[config.mk]
export PLATFORM = sky130hd
export DESIGN_NAME = packet_reassembler_with_ack_top
export DESIGN_NICKNAME = d
export VERILOG_FILES = /design/src/sv/pra_pkg.sv /design/src/sv/pra_front.sv /design/src/sv/pra_queue.sv /design/src/sv/pra_back.sv /design/src/sv/packet_reassembler_with_ack_top.sv
export SDC_FILE = /design/constraint.sdc
export NUM_CORES = 1
export LEC_CHECK = 0
export BUFFER_PORTS_ARGS = -buffer_cell sky130_fd_sc_hd__buf_2
export CORE_MARGIN = 2
export CORE_UTILIZATION = 61
export CTS_CLUSTER_SIZE = 24
export DETAILED_ROUTE_END_ITERATION = 10
export GPL_ROUTABILITY_DRIVEN = 0
export PLACE_DENSITY = 0.81
export SLEW_MARGIN = 20
export SYNTH_ARGS = -nofsm -noshare
export SYNTH_HDL_FRONTEND = slang
export SYNTH_HIERARCHICAL = 1
export SYNTH_SLANG_ARGS = --single-unit
[constraint.sdc]
create_clock -name clk -period 4.51 [get_ports clk]
set_input_delay 1.1275 -clock clk [delete_from_list [all_inputs] [get_ports clk]]
set_output_delay 1.1275 -clock clk [all_outputs]
set_load 0.02 [all_outputs]
[src/sv/pra_pkg.sv]
package pra_pkg;

  // Input opcodes.
  localparam logic OP_BEGIN = 1'b0;
  localparam logic OP_BYTE  = 1'b1;

  // Result kinds as they appear on the result channel.
  typedef enum logic [1:0] {
    KIND_PAYLOAD = 2'd0,
    KIND_ACK     = 2'd1,
    KIND_DONE    = 2'd2
  } kind_t;

  // What closes a packet, as recorded in a queue entry.
  typedef enum logic [1:0] {
    END_NONE = 2'd0,
    END_ACK  = 2'd1,
    END_DONE = 2'd2
  } end_t;

  // Header and acknowledge constants.
  localparam logic [1:0] CONT_CODE   = 2'b01;
  localparam logic [7:0] ACK_BYTE0   = 8'h01;
  localparam logic [7:0] ACK_BYTE1   = 8'h05;
  localparam logic [2:0] START_FIRST = 3'd5;
  localparam logic [2:0] START_NEXT  = 3'd3;
  localparam logic [5:0] TAKEN_MAX   = 6'd63;

  // Queue between the front and the back.
  localparam int QDEPTH = 4;
  localparam int QPTR_W = 2;

  // One classified input beat: an optional payload byte and an optional packet end.
  typedef struct packed {
    logic       has_payload;
    logic [7:0] payload;
    end_t       end_kind;
    logic [7:0] seq;
    logic       shrt;
  } entry_t;

endpackage

[src/sv/pra_front.sv]
module pra_front #(
  parameter int PACKET_BYTES = 64
) (
  input  logic            clk,
  input  logic            rst_n,
  input  logic            push,
  input  logic            full,
  input  logic            opcode,
  input  logic [7:0]      data_byte,
  input  logic            packet_end,
  output logic            q_push,
  output pra_pkg::entry_t q_entry
);

  localparam int POS_W = $clog2(PACKET_BYTES);
  localparam logic [POS_W-1:0] POS_MAX = POS_W'(PACKET_BYTES - 1);

  logic [POS_W-1:0] pos_r, pos_nxt;
  logic [5:0]       pc_r, pc_nxt;
  logic [2:0]       start_r, start_nxt;
  logic             final_r, final_nxt;
  logic             first_r, first_nxt;
  logic [7:0]       seq_r, seq_nxt;
  logic [5:0]       bt_r, bt_nxt;
  logic             ta_r, ta_nxt;

  logic       accept;
  logic       is_hdr;
  logic [5:0] hlen;
  logic       hdr_final;
  logic [2:0] hdr_sub;
  logic       hdr_ta;
  logic [5:0] hdr_cnt;
  logic       ta_eff;
  logic [5:0] pc_eff;
  logic       fin_eff;
  logic       ta_end;
  logic       fin_end;
  logic       take;
  logic [5:0] bt_inc;
  logic       shrt;

  // Header decode: a length below the deduction means take-all with a count of zero.
  always_comb begin
    accept    = push && !full;
    is_hdr    = (pos_r == POS_W'(1));
    hlen      = data_byte[7:2];
    hdr_final = (data_byte[1:0] != pra_pkg::CONT_CODE);
    hdr_sub   = 3'd1 + (first_r ? 3'd2 : 3'd0) + (hdr_final ? 3'd1 : 3'd0);
    hdr_ta    = (hlen < 6'(hdr_sub));
    hdr_cnt   = hlen - 6'(hdr_sub);
    ta_eff    = is_hdr ? hdr_ta : ta_r;
    pc_eff    = is_hdr ? (hdr_ta ? 6'd0 : hdr_cnt) : pc_r;
    fin_eff   = is_hdr ? hdr_final : final_r;
    // A packet that ends before its header counts as a final one with no count.
    ta_end    = (pos_r == '0) ? 1'b1 : ta_eff;
    fin_end   = (pos_r == '0) ? 1'b1 : fin_eff;
  end

  // Payload selection and the short flag.
  always_comb begin
    take   = (pos_r >= POS_W'(2)) && (pos_r >= POS_W'(start_r)) && (ta_r || (bt_r < pc_r));
    bt_inc = (take && (bt_r != pra_pkg::TAKEN_MAX)) ? bt_r + 6'd1 : bt_r;
    shrt   = ta_end || (bt_inc < pc_eff);
  end

  // Entry for the queue.
  always_comb begin
    q_push              = accept && (opcode == pra_pkg::OP_BYTE) && (take || packet_end);
    q_entry.has_payload = take;
    q_entry.payload     = data_byte;
    q_entry.seq         = seq_r;
    q_entry.shrt        = packet_end && shrt;
    if (!packet_end) begin
      q_entry.end_kind = pra_pkg::END_NONE;
    end else if (fin_end) begin
      q_entry.end_kind = pra_pkg::END_DONE;
    end else begin
      q_entry.end_kind = pra_pkg::END_ACK;
    end
  end

  // Packet state update.
  always_comb begin
    pos_nxt   = pos_r;
    pc_nxt    = pc_r;
    start_nxt = start_r;
    final_nxt = final_r;
    first_nxt = first_r;
    seq_nxt   = seq_r;
    bt_nxt    = bt_r;
    ta_nxt    = ta_r;
    if (accept) begin
      if (opcode == pra_pkg::OP_BEGIN) begin
        pos_nxt   = '0;
        pc_nxt    = '0;
        start_nxt = pra_pkg::START_NEXT;
        final_nxt = 1'b0;
        bt_nxt    = '0;
        ta_nxt    = 1'b0;
        first_nxt = 1'b1;
        seq_nxt   = '0;
      end else begin
        if (is_hdr) begin
          pc_nxt    = pc_eff;
          ta_nxt    = hdr_ta;
          final_nxt = hdr_final;
          start_nxt = first_r ? pra_pkg::START_FIRST : pra_pkg::START_NEXT;
        end
        bt_nxt = bt_inc;
        if (!packet_end) begin
          if (pos_r != POS_MAX) begin
            pos_nxt = pos_r + POS_W'(1);
          end
        end else begin
          pos_nxt   = '0;
          pc_nxt    = '0;
          start_nxt = pra_pkg::START_NEXT;
          final_nxt = 1'b0;
          bt_nxt    = '0;
          ta_nxt    = 1'b0;
          first_nxt = 1'b0;
          if (!fin_end) begin
            seq_nxt = seq_r + 8'd1;
          end
        end
      end
    end
  end

  always_ff @(posedge clk) begin
    if (!rst_n) begin
      pos_r   <= '0;
      pc_r    <= '0;
      start_r <= pra_pkg::START_NEXT;
      final_r <= 1'b0;
      first_r <= 1'b1;
      seq_r   <= '0;
      bt_r    <= '0;
      ta_r    <= 1'b0;
    end else begin
      pos_r   <= pos_nxt;
      pc_r    <= pc_nxt;
      start_r <= start_nxt;
      final_r <= final_nxt;
      first_r <= first_nxt;
      seq_r   <= seq_nxt;
      bt_r    <= bt_nxt;
      ta_r    <= ta_nxt;
    end
  end

endmodule

[src/sv/pra_queue.sv]
module pra_queue (
  input  logic            clk,
  input  logic            rst_n,
  input  logic            wr_en,
  input  pra_pkg::entry_t wr_entry,
  input  logic            rd_en,
  output pra_pkg::entry_t rd_entry,
  output logic            q_full,
  output logic            q_empty
);

  localparam int CNT_W = pra_pkg::QPTR_W + 1;

  pra_pkg::entry_t               mem_r [pra_pkg::QDEPTH];
  logic [pra_pkg::QPTR_W-1:0]    wr_ptr_r, wr_ptr_nxt;
  logic [pra_pkg::QPTR_W-1:0]    rd_ptr_r, rd_ptr_nxt;
  logic [CNT_W-1:0]              cnt_r, cnt_nxt;

  // Flags and pointer updates.
  always_comb begin
    q_full     = (cnt_r == CNT_W'(pra_pkg::QDEPTH));
    q_empty    = (cnt_r == '0);
    wr_ptr_nxt = wr_ptr_r + (wr_en ? pra_pkg::QPTR_W'(1) : '0);
    rd_ptr_nxt = rd_ptr_r + (rd_en ? pra_pkg::QPTR_W'(1) : '0);
    cnt_nxt    = cnt_r + (wr_en ? CNT_W'(1) : '0) - (rd_en ? CNT_W'(1) : '0);
    rd_entry   = mem_r[rd_ptr_r];
  end

  // Entry storage.
  always_ff @(posedge clk) begin
    if (wr_en) begin
      mem_r[wr_ptr_r] <= wr_entry;
    end
  end

  always_ff @(posedge clk) begin
    if (!rst_n) begin
      wr_ptr_r <= '0;
      rd_ptr_r <= '0;
      cnt_r    <= '0;
    end else begin
      wr_ptr_r <= wr_ptr_nxt;
      rd_ptr_r <= rd_ptr_nxt;
      cnt_r    <= cnt_nxt;
    end
  end

endmodule

[src/sv/pra_back.sv]
module pra_back (
  input  logic            clk,
  input  logic            rst_n,
  input  pra_pkg::entry_t head,
  input  logic            q_empty,
  output logic            q_pop,
  output logic            empty,
  input  logic            pop,
  output logic [1:0]      kind,
  output logic [7:0]      out_byte,
  output logic            short_packet,
  output logic            run_last
);

  logic [1:0] idx_r, idx_nxt;
  logic [2:0] nres;
  logic [1:0] j;
  logic       take_beat;
  pra_pkg::kind_t k;

  // Expand the head entry into its result beats.
  always_comb begin
    nres = (head.has_payload ? 3'd1 : 3'd0) +
           ((head.end_kind == pra_pkg::END_DONE) ? 3'd1 :
            (head.end_kind == pra_pkg::END_ACK)  ? 3'd3 : 3'd0);
    j        = idx_r - (head.has_payload ? 2'd1 : 2'd0);
    run_last = (3'(idx_r) == nres - 3'd1);
    short_packet = head.shrt;
    if (head.has_payload && (idx_r == 2'd0)) begin
      k        = pra_pkg::KIND_PAYLOAD;
      out_byte = head.payload;
    end else if (head.end_kind == pra_pkg::END_DONE) begin
      k        = pra_pkg::KIND_DONE;
      out_byte = 8'd0;
    end else begin
      k = pra_pkg::KIND_ACK;
      case (j)
        2'd0:    out_byte = pra_pkg::ACK_BYTE0;
        2'd1:    out_byte = pra_pkg::ACK_BYTE1;
        default: out_byte = head.seq;
      endcase
    end
    kind = k;
  end

  // Beat handshake and beat index within the entry.
  always_comb begin
    empty     = q_empty;
    take_beat = pop && !q_empty;
    q_pop     = take_beat && run_last;
    idx_nxt   = idx_r;
    if (take_beat) begin
      idx_nxt = run_last ? 2'd0 : idx_r + 2'd1;
    end
  end

  always_ff @(posedge clk) begin
    if (!rst_n) begin
      idx_r <= '0;
    end else begin
      idx_r <= idx_nxt;
    end
  end

endmodule

[src/sv/packet_reassembler_with_ack_top.sv]
// Packet reassembler with acknowledge generation.
// Input channel: one beat per received packet byte (opcode 1) or a begin marker
// (opcode 0), accepted when push is high and full is low.
// Result channel: payload bytes, three-byte acknowledge bursts and done markers,
// shown while empty is low and taken when pop is high.
// The front classifies each input beat in the cycle it is accepted and writes at
// most one queue entry; the result ports show the registered queue head.
// The front accepts one beat per cycle while full is low; the back delivers one
// result beat per cycle while pop is high, so a packet end with an acknowledge
// gives three beats (four with a payload byte) that the four-entry queue absorbs.
// full rises only when that queue is full, which is what throttles the input.
// Reset clears the packet state, marks the next packet as first, restarts the
// acknowledge sequence at zero and empties the queue.
// When the receiver stalls, the current result holds and the input keeps being
// accepted until the queue fills.
module packet_reassembler_with_ack_top #(
  parameter int PACKET_BYTES = 64
) (
  input  logic       clk,
  input  logic       rst_n,
  input  logic       push,
  output logic       full,
  input  logic       in_opcode,
  input  logic [7:0] in_data_byte,
  input  logic       in_packet_end,
  output logic       empty,
  input  logic       pop,
  output logic [1:0] out_kind,
  output logic [7:0] out_out_byte,
  output logic       out_short_packet,
  output logic       out_run_last
);

  pra_pkg::entry_t wr_entry;
  pra_pkg::entry_t head;
  logic            wr_en;
  logic            rd_en;
  logic            q_full;
  logic            q_empty;

  assign full = q_full;

  pra_front #(
    .PACKET_BYTES (PACKET_BYTES)
  ) u_front (
    .clk        (clk),
    .rst_n      (rst_n),
    .push       (push),
    .full       (q_full),
    .opcode     (in_opcode),
    .data_byte  (in_data_byte),
    .packet_end (in_packet_end),
    .q_push     (wr_en),
    .q_entry    (wr_entry)
  );

  pra_queue u_queue (
    .clk      (clk),
    .rst_n    (rst_n),
    .wr_en    (wr_en),
    .wr_entry (wr_entry),
    .rd_en    (rd_en),
    .rd_entry (head),
    .q_full   (q_full),
    .q_empty  (q_empty)
  );

  pra_back u_back (
    .clk          (clk),
    .rst_n        (rst_n),
    .head         (head),
    .q_empty      (q_empty),
    .q_pop        (rd_en),
    .empty        (empty),
    .pop          (pop),
    .kind         (out_kind),
    .out_byte     (out_out_byte),
    .short_packet (out_short_packet),
    .run_last     (out_run_last)
  );

endmodule

# After elaboration in Yosys (flattened, before gate mapping)
# Memory sizes are Yosys's and may differ from the RTL's. A register that Yosys moved wholly into a read port is not among the register bits.
# Index checks and enable logic that the tools add are counted.
[classes] addsub=14 magnitude_cmp=5 eq_ne=13 mux=49 reduce_logical=23
[op_table] operator="$mux 6" count=11
[op_table] operator="$mux 8" count=5
[op_table] operator="$mux 1" count=19
[op_table] operator="$mux 2" count=8
[op_table] operator="$pmux 8 s2" count=1
[op_table] operator="$mux 3" count=5
[op_table] operator="$add 6x1->6 const B" count=2
[op_table] operator="$lt 6x6->1" count=2
[op_table] operator="$ne 6x6->1 const B" count=2
[op_table] operator="$logic_and 1x1->1" count=10
[op_table] operator="$add 3x3->3" count=3
[op_table] operator="$add 8x1->8 const B" count=1
[op_table] operator="$eq 6x1->1 const B" count=1
[op_table] operator="$ge 6x2->1 const B" count=1
[op_table] operator="$ge 6x3->1" count=1
[op_table] operator="$logic_not 6->1" count=1
[op_table] operator="$lt 6x3->1" count=1
[op_table] operator="$ne 3x1->1 const B" count=2
[op_table] operator="$reduce_and 2->1" count=3
[op_table] operator="$sub 6x3->6" count=1
[op_table] operator="$add 2x2->2" count=2
[op_table] operator="$eq 2x1->1 const B" count=2
[op_table] operator="$logic_not 2->1" count=2
[op_table] operator="$ne 2x1->1 const B" count=2
[op_table] operator="13 further kinds" count=16
[totals] regBits=41 mem_bits_rw=80 in_bits=14 out_inout_bits=14 wordCells=117 mem_count=1
[mem_list] name="u_queue.mem_r" words=4 word_bits=20 rd=1 rd_clocked_by_memory_dff=1 write_ports=1 line_no="pra_queue.sv:14" source="pra_pkg::entry_t mem_r [pra_pkg::QDEPTH];"

# Depth between registers and ports, before layout
# Gate-level depths: netlist of the first run.
[depth] word_depth=10 depth_mapped=15

# By module
# Netlist of the first run, hierarchy kept.
[modules_own_cells] mod="pra_queue" instances=1 cells_each=137 area_each_um2=3235.6
[modules_own_cells] mod="pra_front" instances=1 cells_each=289 area_each_um2=2257.2
[modules_own_cells] mod="pra_back" instances=1 cells_each=49 area_each_um2=417.9

# Least setup slack after synthesis of the first run
# Ideal clock, no wire load.
[synth_path] path_kind="input to register" startpoint="in in_data_byte[1]" endpoint="mem u_queue/mem_r[0][0] (netlist bit), data pin" setup_time_ps=179 t_arrival_ps=3799 path_slack_ps=532 cell_stages=13 path_buffers=0 cell_sequence="nand2b_1 -> ha_1 -> fa_1 -> o21ai_0 -> nor3_1 -> nor2_1 -> a22oi_1 -> ha_1 -> a21o_1 -> a21o_1 -> a21oi_1 -> o21ai_0 -> a21oi_1"
[synth_rtl] item="start: declaration" line_no="packet_reassembler_with_ack_top.sv:24" source="input logic [7:0] in_data_byte,"
[synth_rtl] item="end: declaration" line_no="pra_queue.sv:14"

==> impl_metrics.json, run 1 <==
{
  "dieArea_sq_mm": 0.0105,
  "drt-initial-drc-count": 290,
  "fin_crit_sh_pct": 89.6,
  "crit_type": "flip-flop to primary output",
  "start_util_pct": 63.4,
  "worst_hold_path_type": "flip-flop to flip-flop",
  "fin_ws_ns": 0.468,
  "hold_buffers": 0,
  "max_freq_mhz": 247,
  "cts_setup_buffers": 0,
  "wl_per_cell_um": 20.3,
  "fin_cells": 643,
  "rsz0062_at_grt": "false",
  "synth_compound_area_share_pct": 8.93,
  "hold_depth": 2,
  "diodes": 0,
  "p_total_w": 0.00285,
  "synthArstFlopShare_pct": 0,
  "drt-pass1-iter-count": 5,
  "drive_above_1_share_pct": 18.7,
  "placedCellCount": 611,
  "synth_cells": 475,
  "synthesis.nets": 524,
  "htreeDepth": 4,
  "io_buffers": 27,
  "drcViolationCount": 0,
  "drt_wl_total_um": 13000,
  "grt_first_pass_wirelength_um": 20500,
  "leakagePower_nw": 2.48,
  "design_area_sq_mm": 0.00667,
  "clk_latency_ns": 0.50,
  "path_max_fanout": 6,
  "arrival_ns": 2.91,
  "fp-row-count": 35,
  "dp.final_hpwl_um": 8430,
  "die_w_um": 102,
  "core-area_sq_mm": 0.00933,
  "tns_ns": 0,
  "synth.top_cells.by_count": "80 x edfxtp_1, 40 x dfxtp_1, 36 x inv_1, 33 x nor2_1, 32 x ha_1",
  "end_kind": "primary output",
  "synthSimpleGateAreaFrac_pct": 12.2,
  "syn-cell-area_sq_mm": 0.00591,
  "via_per_inst": 6.16,
  "finClkSkew_ns": 0.00720,
  "ys.flop_type": "edfxtp_1",
  "synthAdderAreaFrac_pct": 7.79,
  "synthXorXnorAreaFrac_pct": 3.32,
  "synth_edf_count": 80,
  "synth_seq_area_share_pct": 54.2,
  "io_pins": 28,
  "cts_sinks": 120,
  "cts_resized": 0,
  "relSlewSlack_pct": 40.0,
  "synth_top_family_by_area": "simple AND/OR/NAND/NOR gates",
  "area_delta_synth_final_pct": 12.8,
  "multi_input_area_sq_mm": 0.00240,
  "antenna_found_initial": 0,
  "grt_max_degree": 22,
  "synth.area.mux_share_pct": 8.34,
  "num_vias": 3964,
  "powerDensity_mw_per_mm2": 427,
  "synth.most_common_cell": "edfxtp_1",
  "synth_top_area_share_pct": 40.6,
  "first_global_vias": 4002,
  "vdd_drop_max_mv": 0.215,
  "worstMarginPinSlew_ns": 0.892,
  "ys_warn_count": 6,
  "slew_viol_final": 0,
  "cts.clk_slew.worst_paths_ns": 0.06,
  "cp.required_ns": 3.38,
  "place_ws_ns": 0.169,
  "track_usage_pct": 26.7,
  "cts_tree": "done",
  "synth_area_leader_cell": "edfxtp_1",
  "worst_setup_path_start_kind": "flip-flop",
  "nets": 550,
  "period_minus_slack_ns": 4.04,
  "ys_seq_elements": 120,
  "syn_avg_cell_area_sq_um": 12.4,
  "synthTopCellsByArea": "edfxtp_1 41%, dfxtp_1 14%, mux4_2 7.6%, ha_1 6.8%, inv_1 2.3%",
  "ant_nets": 0,
  "hold_violations": 0,
  "placedInstanceArea_sq_mm": 0.00610,
  "ctsLongestPathBuffers": 2,
  "maxCapViolations": 0,
  "layout.area.seq_sq_mm": 0.00320,
  "root_buffer": "clkbuf_8",
  "status": "finished, final reports clean",
  "gr-total-overflow": 0,
  "n_fill_cell": 620,
  "setup_viol": 0,
  "ys_types": 59,
  "numCtsBuffers": 17,
  "die_h_um": 102,
  "reg2reg_depth": 13
}
worst paths after layout:
check,from,to,slack [ns]
max,u_queue/rd_ptr_r[0],out_run_last,0.47
min,u_front/start_r[2],u_front/start_r[2],0.48
max reg2reg,u_queue/rd_ptr_r[0],u_queue/cnt_r[2],0.85
min reg2reg,u_front/start_r[2],u_front/start_r[2],0.48
layer usage:
metal  GRT usage, %  part of all wire [%]  up-vias
li1               -                     -     1817
met1           32.4                    41     1949
met2           45.7                    51      171
met3           7.39                   6.7       27
met4           9.64                   1.9        0
met5              0                     0        -
logic make-up (layout without fill, tap and decap cells):
| logic type | after synthesis | in the layout |
|---|---|---|
| AND/OR/NAND/NOR | 136 | 136 |
| adder cells (fa/ha/maj) | 35 | 35 |
| flip-flops | 120 | 120 |
| AO/OA/AOI/OAI | 76 | 76 |
| buffers and inverters | 64 | 103 |
| XOR/XNOR | 20 | 20 |
| multiplexers | 24 | 24 |
through the flow:
stage	util (%)	hold WS, ns
final	71.5	0.481
after global routing	71.5	0.494
after CTS	71.5	0.477
after detailed placement	65.4	0.455
after global placement	65.4	0.449
after floorplan	-	0.436
where the power goes:
part	switching [W]	internal (W)
sequential	0.0000191	0.00119
combinational	0.000227	0.000144
clock	0.000478	0.000784
total	0.000723	0.00212
flip-flops by register name, summed over array words and instances (netlist names):
signal	cells
u_front/final_r	1
u_front/pc_r	6
u_front/ta_r	1
u_front/seq_r	8
u_front/start_r	2
u_front/bt_r	6
u_queue/rd_ptr_r	2
u_front/pos_r	6
u_queue/mem_r	80
u_queue/cnt_r	3
u_queue/wr_ptr_r	2
u_front/first_r	1
u_back/idx_r	2
critical path, cell delays in order (launching register included):
cell	delay, ns
dfxtp_1	0.54
mux4_2	0.61
inv_1	0.08
ha_1	0.23
ha_1	0.21
ha_1	0.21
a211oi_2	0.30
buf_2	0.22
cell usage in the layout (no fill, tap or decap), types with 3 or more instances in the layout:
cell type	instances
a211oi_1	3
a21o_1	4
a21oi_1	20
a22o_1	8
a22oi_1	12
and2_1	9
and3_1	4
buf_2	27
buf_4	8
clkbuf_16	16
clkinv_4	6
dfxtp_1	40
edfxtp_1	80
fa_1	3
ha_1	32
inv_1	36
mux4_2	20
nand2_1	22
nand2b_1	7
nand3_1	15
nand4_1	6
nor2_1	33
nor2b_1	5
nor3_1	11
nor4_1	3
o21ai_0	7
or3_1	3
or4_1	4
xnor2_1	13
xor2_1	5
cell type report:
type	count	share of cell area (%)
Clock buffer	17	6.21
Clock inverter	15	2.31
Inverter	36	2.03
Multi-Input combinational cell	291	36.1
Sequential cell	120	48.0
Tap cell	129	2.42
Timing Repair Buffer	35	2.93
Power figures use the tool's default switching activity.
==> inputs of run 2 (changes only) <==
- CORE_ASPECT_RATIO: unset -> 2
==> run 2 against run 1 <==
Sequential share of layout area decreased by 0.25 points; register-to-register slack about the same; global-route usage about the same; final cell count fell by 3.7%; sequential power hardly changed; clock skew grew 0.0014 ns; fmax rose by 2.3%; clock power grew 12%; critical endpoint is now u_queue/mem_r[3][0].
==> impl_metrics.json, run 2 (synthesized netlist as in run 1, its figures left out) <==
{
  "tns_ns": 0,
  "worst_setup_path_start_kind": "input port",
  "die_w_um": 73.6,
  "slew_viol_final": 0,
  "drive_above_1_share_pct": 19.0,
  "reg2reg_depth": 12,
  "cp.required_ns": 4.72,
  "dieArea_sq_mm": 0.0105,
  "reg2reg_slack_ns": 0.86,
  "dp.final_hpwl_um": 8900,
  "start_util_pct": 63.0,
  "gr-total-overflow": 0,
  "vdd_drop_max_mv": 0.269,
  "endpoint": "u_queue/mem_r[3][0]",
  "timing.rr.start": "u_front/pos_r[2]",
  "hold_buffers": 0,
  "io_pins": 28,
  "maxCapViolations": 0,
  "worst_hold_path_type": "flip-flop to flip-flop",
  "drt-pass1-iter-count": 5,
  "io_buffers": 27,
  "powerDensity_mw_per_mm2": 446,
  "fp-row-count": 50,
  "wl_per_cell_um": 20.8,
  "cts_resized": 0,
  "grt_first_pass_wirelength_um": 20400,
  "finClkSkew_ns": 0.00858,
  "max_freq_mhz": 253,
  "reg_top3": "u_queue/mem_r (80), u_front/seq_r (8)",
  "hold_violations": 0,
  "antenna_found_initial": 0,
  "diodes": 0,
  "track_usage_pct": 26.7,
  "die_h_um": 143,
  "placedInstanceArea_sq_mm": 0.00607,
  "final_cell_mix": "80 x edfxtp_1, 40 x dfxtp_1, 36 x inv_1",
  "htreeDepth": 4,
  "n_fill_cell": 617,
  "ant_nets": 0,
  "fin_crit_sh_pct": 87.7,
  "rsz0062_at_grt": "false",
  "cts.clk_slew.worst_paths_ns": 0.05,
  "final_common_cell": "edfxtp_1",
  "arrival_ns": 4.16,
  "largest_reg_flops": 80,
  "setup_viol": 0,
  "drcViolationCount": 0,
  "crit_type": "input port to flip-flop",
  "period_minus_slack_ns": 3.95,
  "relSlewSlack_pct": 35.6,
  "via_per_inst": 6.46,
  "clk_latency_ns": 0.41,
  "worstMarginPinSlew_ns": 0.958,
  "root_buffer": "clkbuf_16",
  "nets": 551,
  "regMostFlops": "u_queue/mem_r",
  "path_max_fanout": 5,
  "area_delta_synth_final_pct": 13.4,
  "drt_wl_total_um": 12900,
  "first_global_vias": 4122,
  "design_area_sq_mm": 0.00670,
  "numCtsBuffers": 17,
  "leakagePower_nw": 2.51,
  "num_vias": 3997,
  "end_kind": "flip-flop",
  "r2r_end": "u_queue/mem_r[3][0]",
  "ctsLongestPathBuffers": 2,
  "cts_sinks": 120,
  "core-area_sq_mm": 0.00938,
  "startpoint": "in_data_byte[1]",
  "drt-initial-drc-count": 359,
  "status": "finished, final reports clean",
  "cts_tree": "done",
  "cts_setup_buffers": 0,
  "grt_max_degree": 22
}
run 2: cell count changes in the layout (fill, tap and decap cells not counted):
cell       before  now
clkbuf_8        1    0
clkinv_1        2    1
bufinv_16       2    4
inv_6           1    2
clkinv_4        6    4
clkbuf_16      16   17
buf_4           8    9
run 2: final cells by class:
class	count	area (sq um)	share of cell area (%)
Clock buffer	17	425	6.35
Multi-Input combinational cell	291	2400	35.9
Clock inverter	15	201	3.01
Tap cell	104	130	1.94
Timing Repair Buffer	36	203	3.02
Sequential cell	120	3200	47.8
Inverter	36	135	2.02
run 2: worst min-delay path by stage:
stage	slack, ns	from	cells past startpoint	to
final	0.47	u_front/start_r[2]	2	u_front/start_r[2]
after global placement	0.45	u_front/start_r[2]	2	u_front/start_r[2]
after global routing	0.52	u_front/start_r[2]	2	u_front/start_r[2]
after CTS	0.47	u_front/start_r[2]	2	u_front/start_r[2]
after detailed placement	0.46	u_front/start_r[2]	2	u_front/start_r[2]
after floorplan	0.44	u_front/start_r[2]	2	u_front/start_r[2]
run 2: per-stage QoR:
stage / setup WS (ns) / hold WS [ns] / cells / util (%) / total power [W]
after floorplan: 0.532 / 0.436 / 475 / - / 0.00151
final: 0.557 / 0.473 / 619 / 71.4 / 0.00299
after global routing: 0.297 / 0.520 / 619 / 71.4 / 0.00309
after global placement: 0.339 / 0.449 / 587 / 64.7 / 0.00158
after detailed placement: 0.203 / 0.462 / 587 / 64.7 / 0.00160
after CTS: 0.588 / 0.472 / 619 / 71.4 / 0.00300
run 2: routing by layer:
layer,routed length (um),GRT usage [%],up-vias
met5,0,0,-
met4,677,17.1,0
met2,7370,48.7,145
met1,4300,25.2,1978
li1,-,-,1822
met3,550,6.63,52
run 2: worst max-delay path, cell delays in order:
cell and delay [ns]:
buf_2 0.13, nand2b_1 0.22, ha_1 0.35, fa_1 0.44, o21ai_0 0.23, nor3_1 0.14, nor2_1 0.24, a22oi_1 0.12
ha_1 0.33, a21o_1 0.18, a21o_1 0.17, a21oi_1 0.12, o21ai_0 0.09, a21oi_1 0.26
run 2: where the power goes:
part           switching, W  internal [W]  leakage (nW)
clock network      0.000488      0.000925         0.301
logic              0.000220      0.000145          1.14
registers         0.0000168       0.00119          1.07
total              0.000725       0.00226          2.51
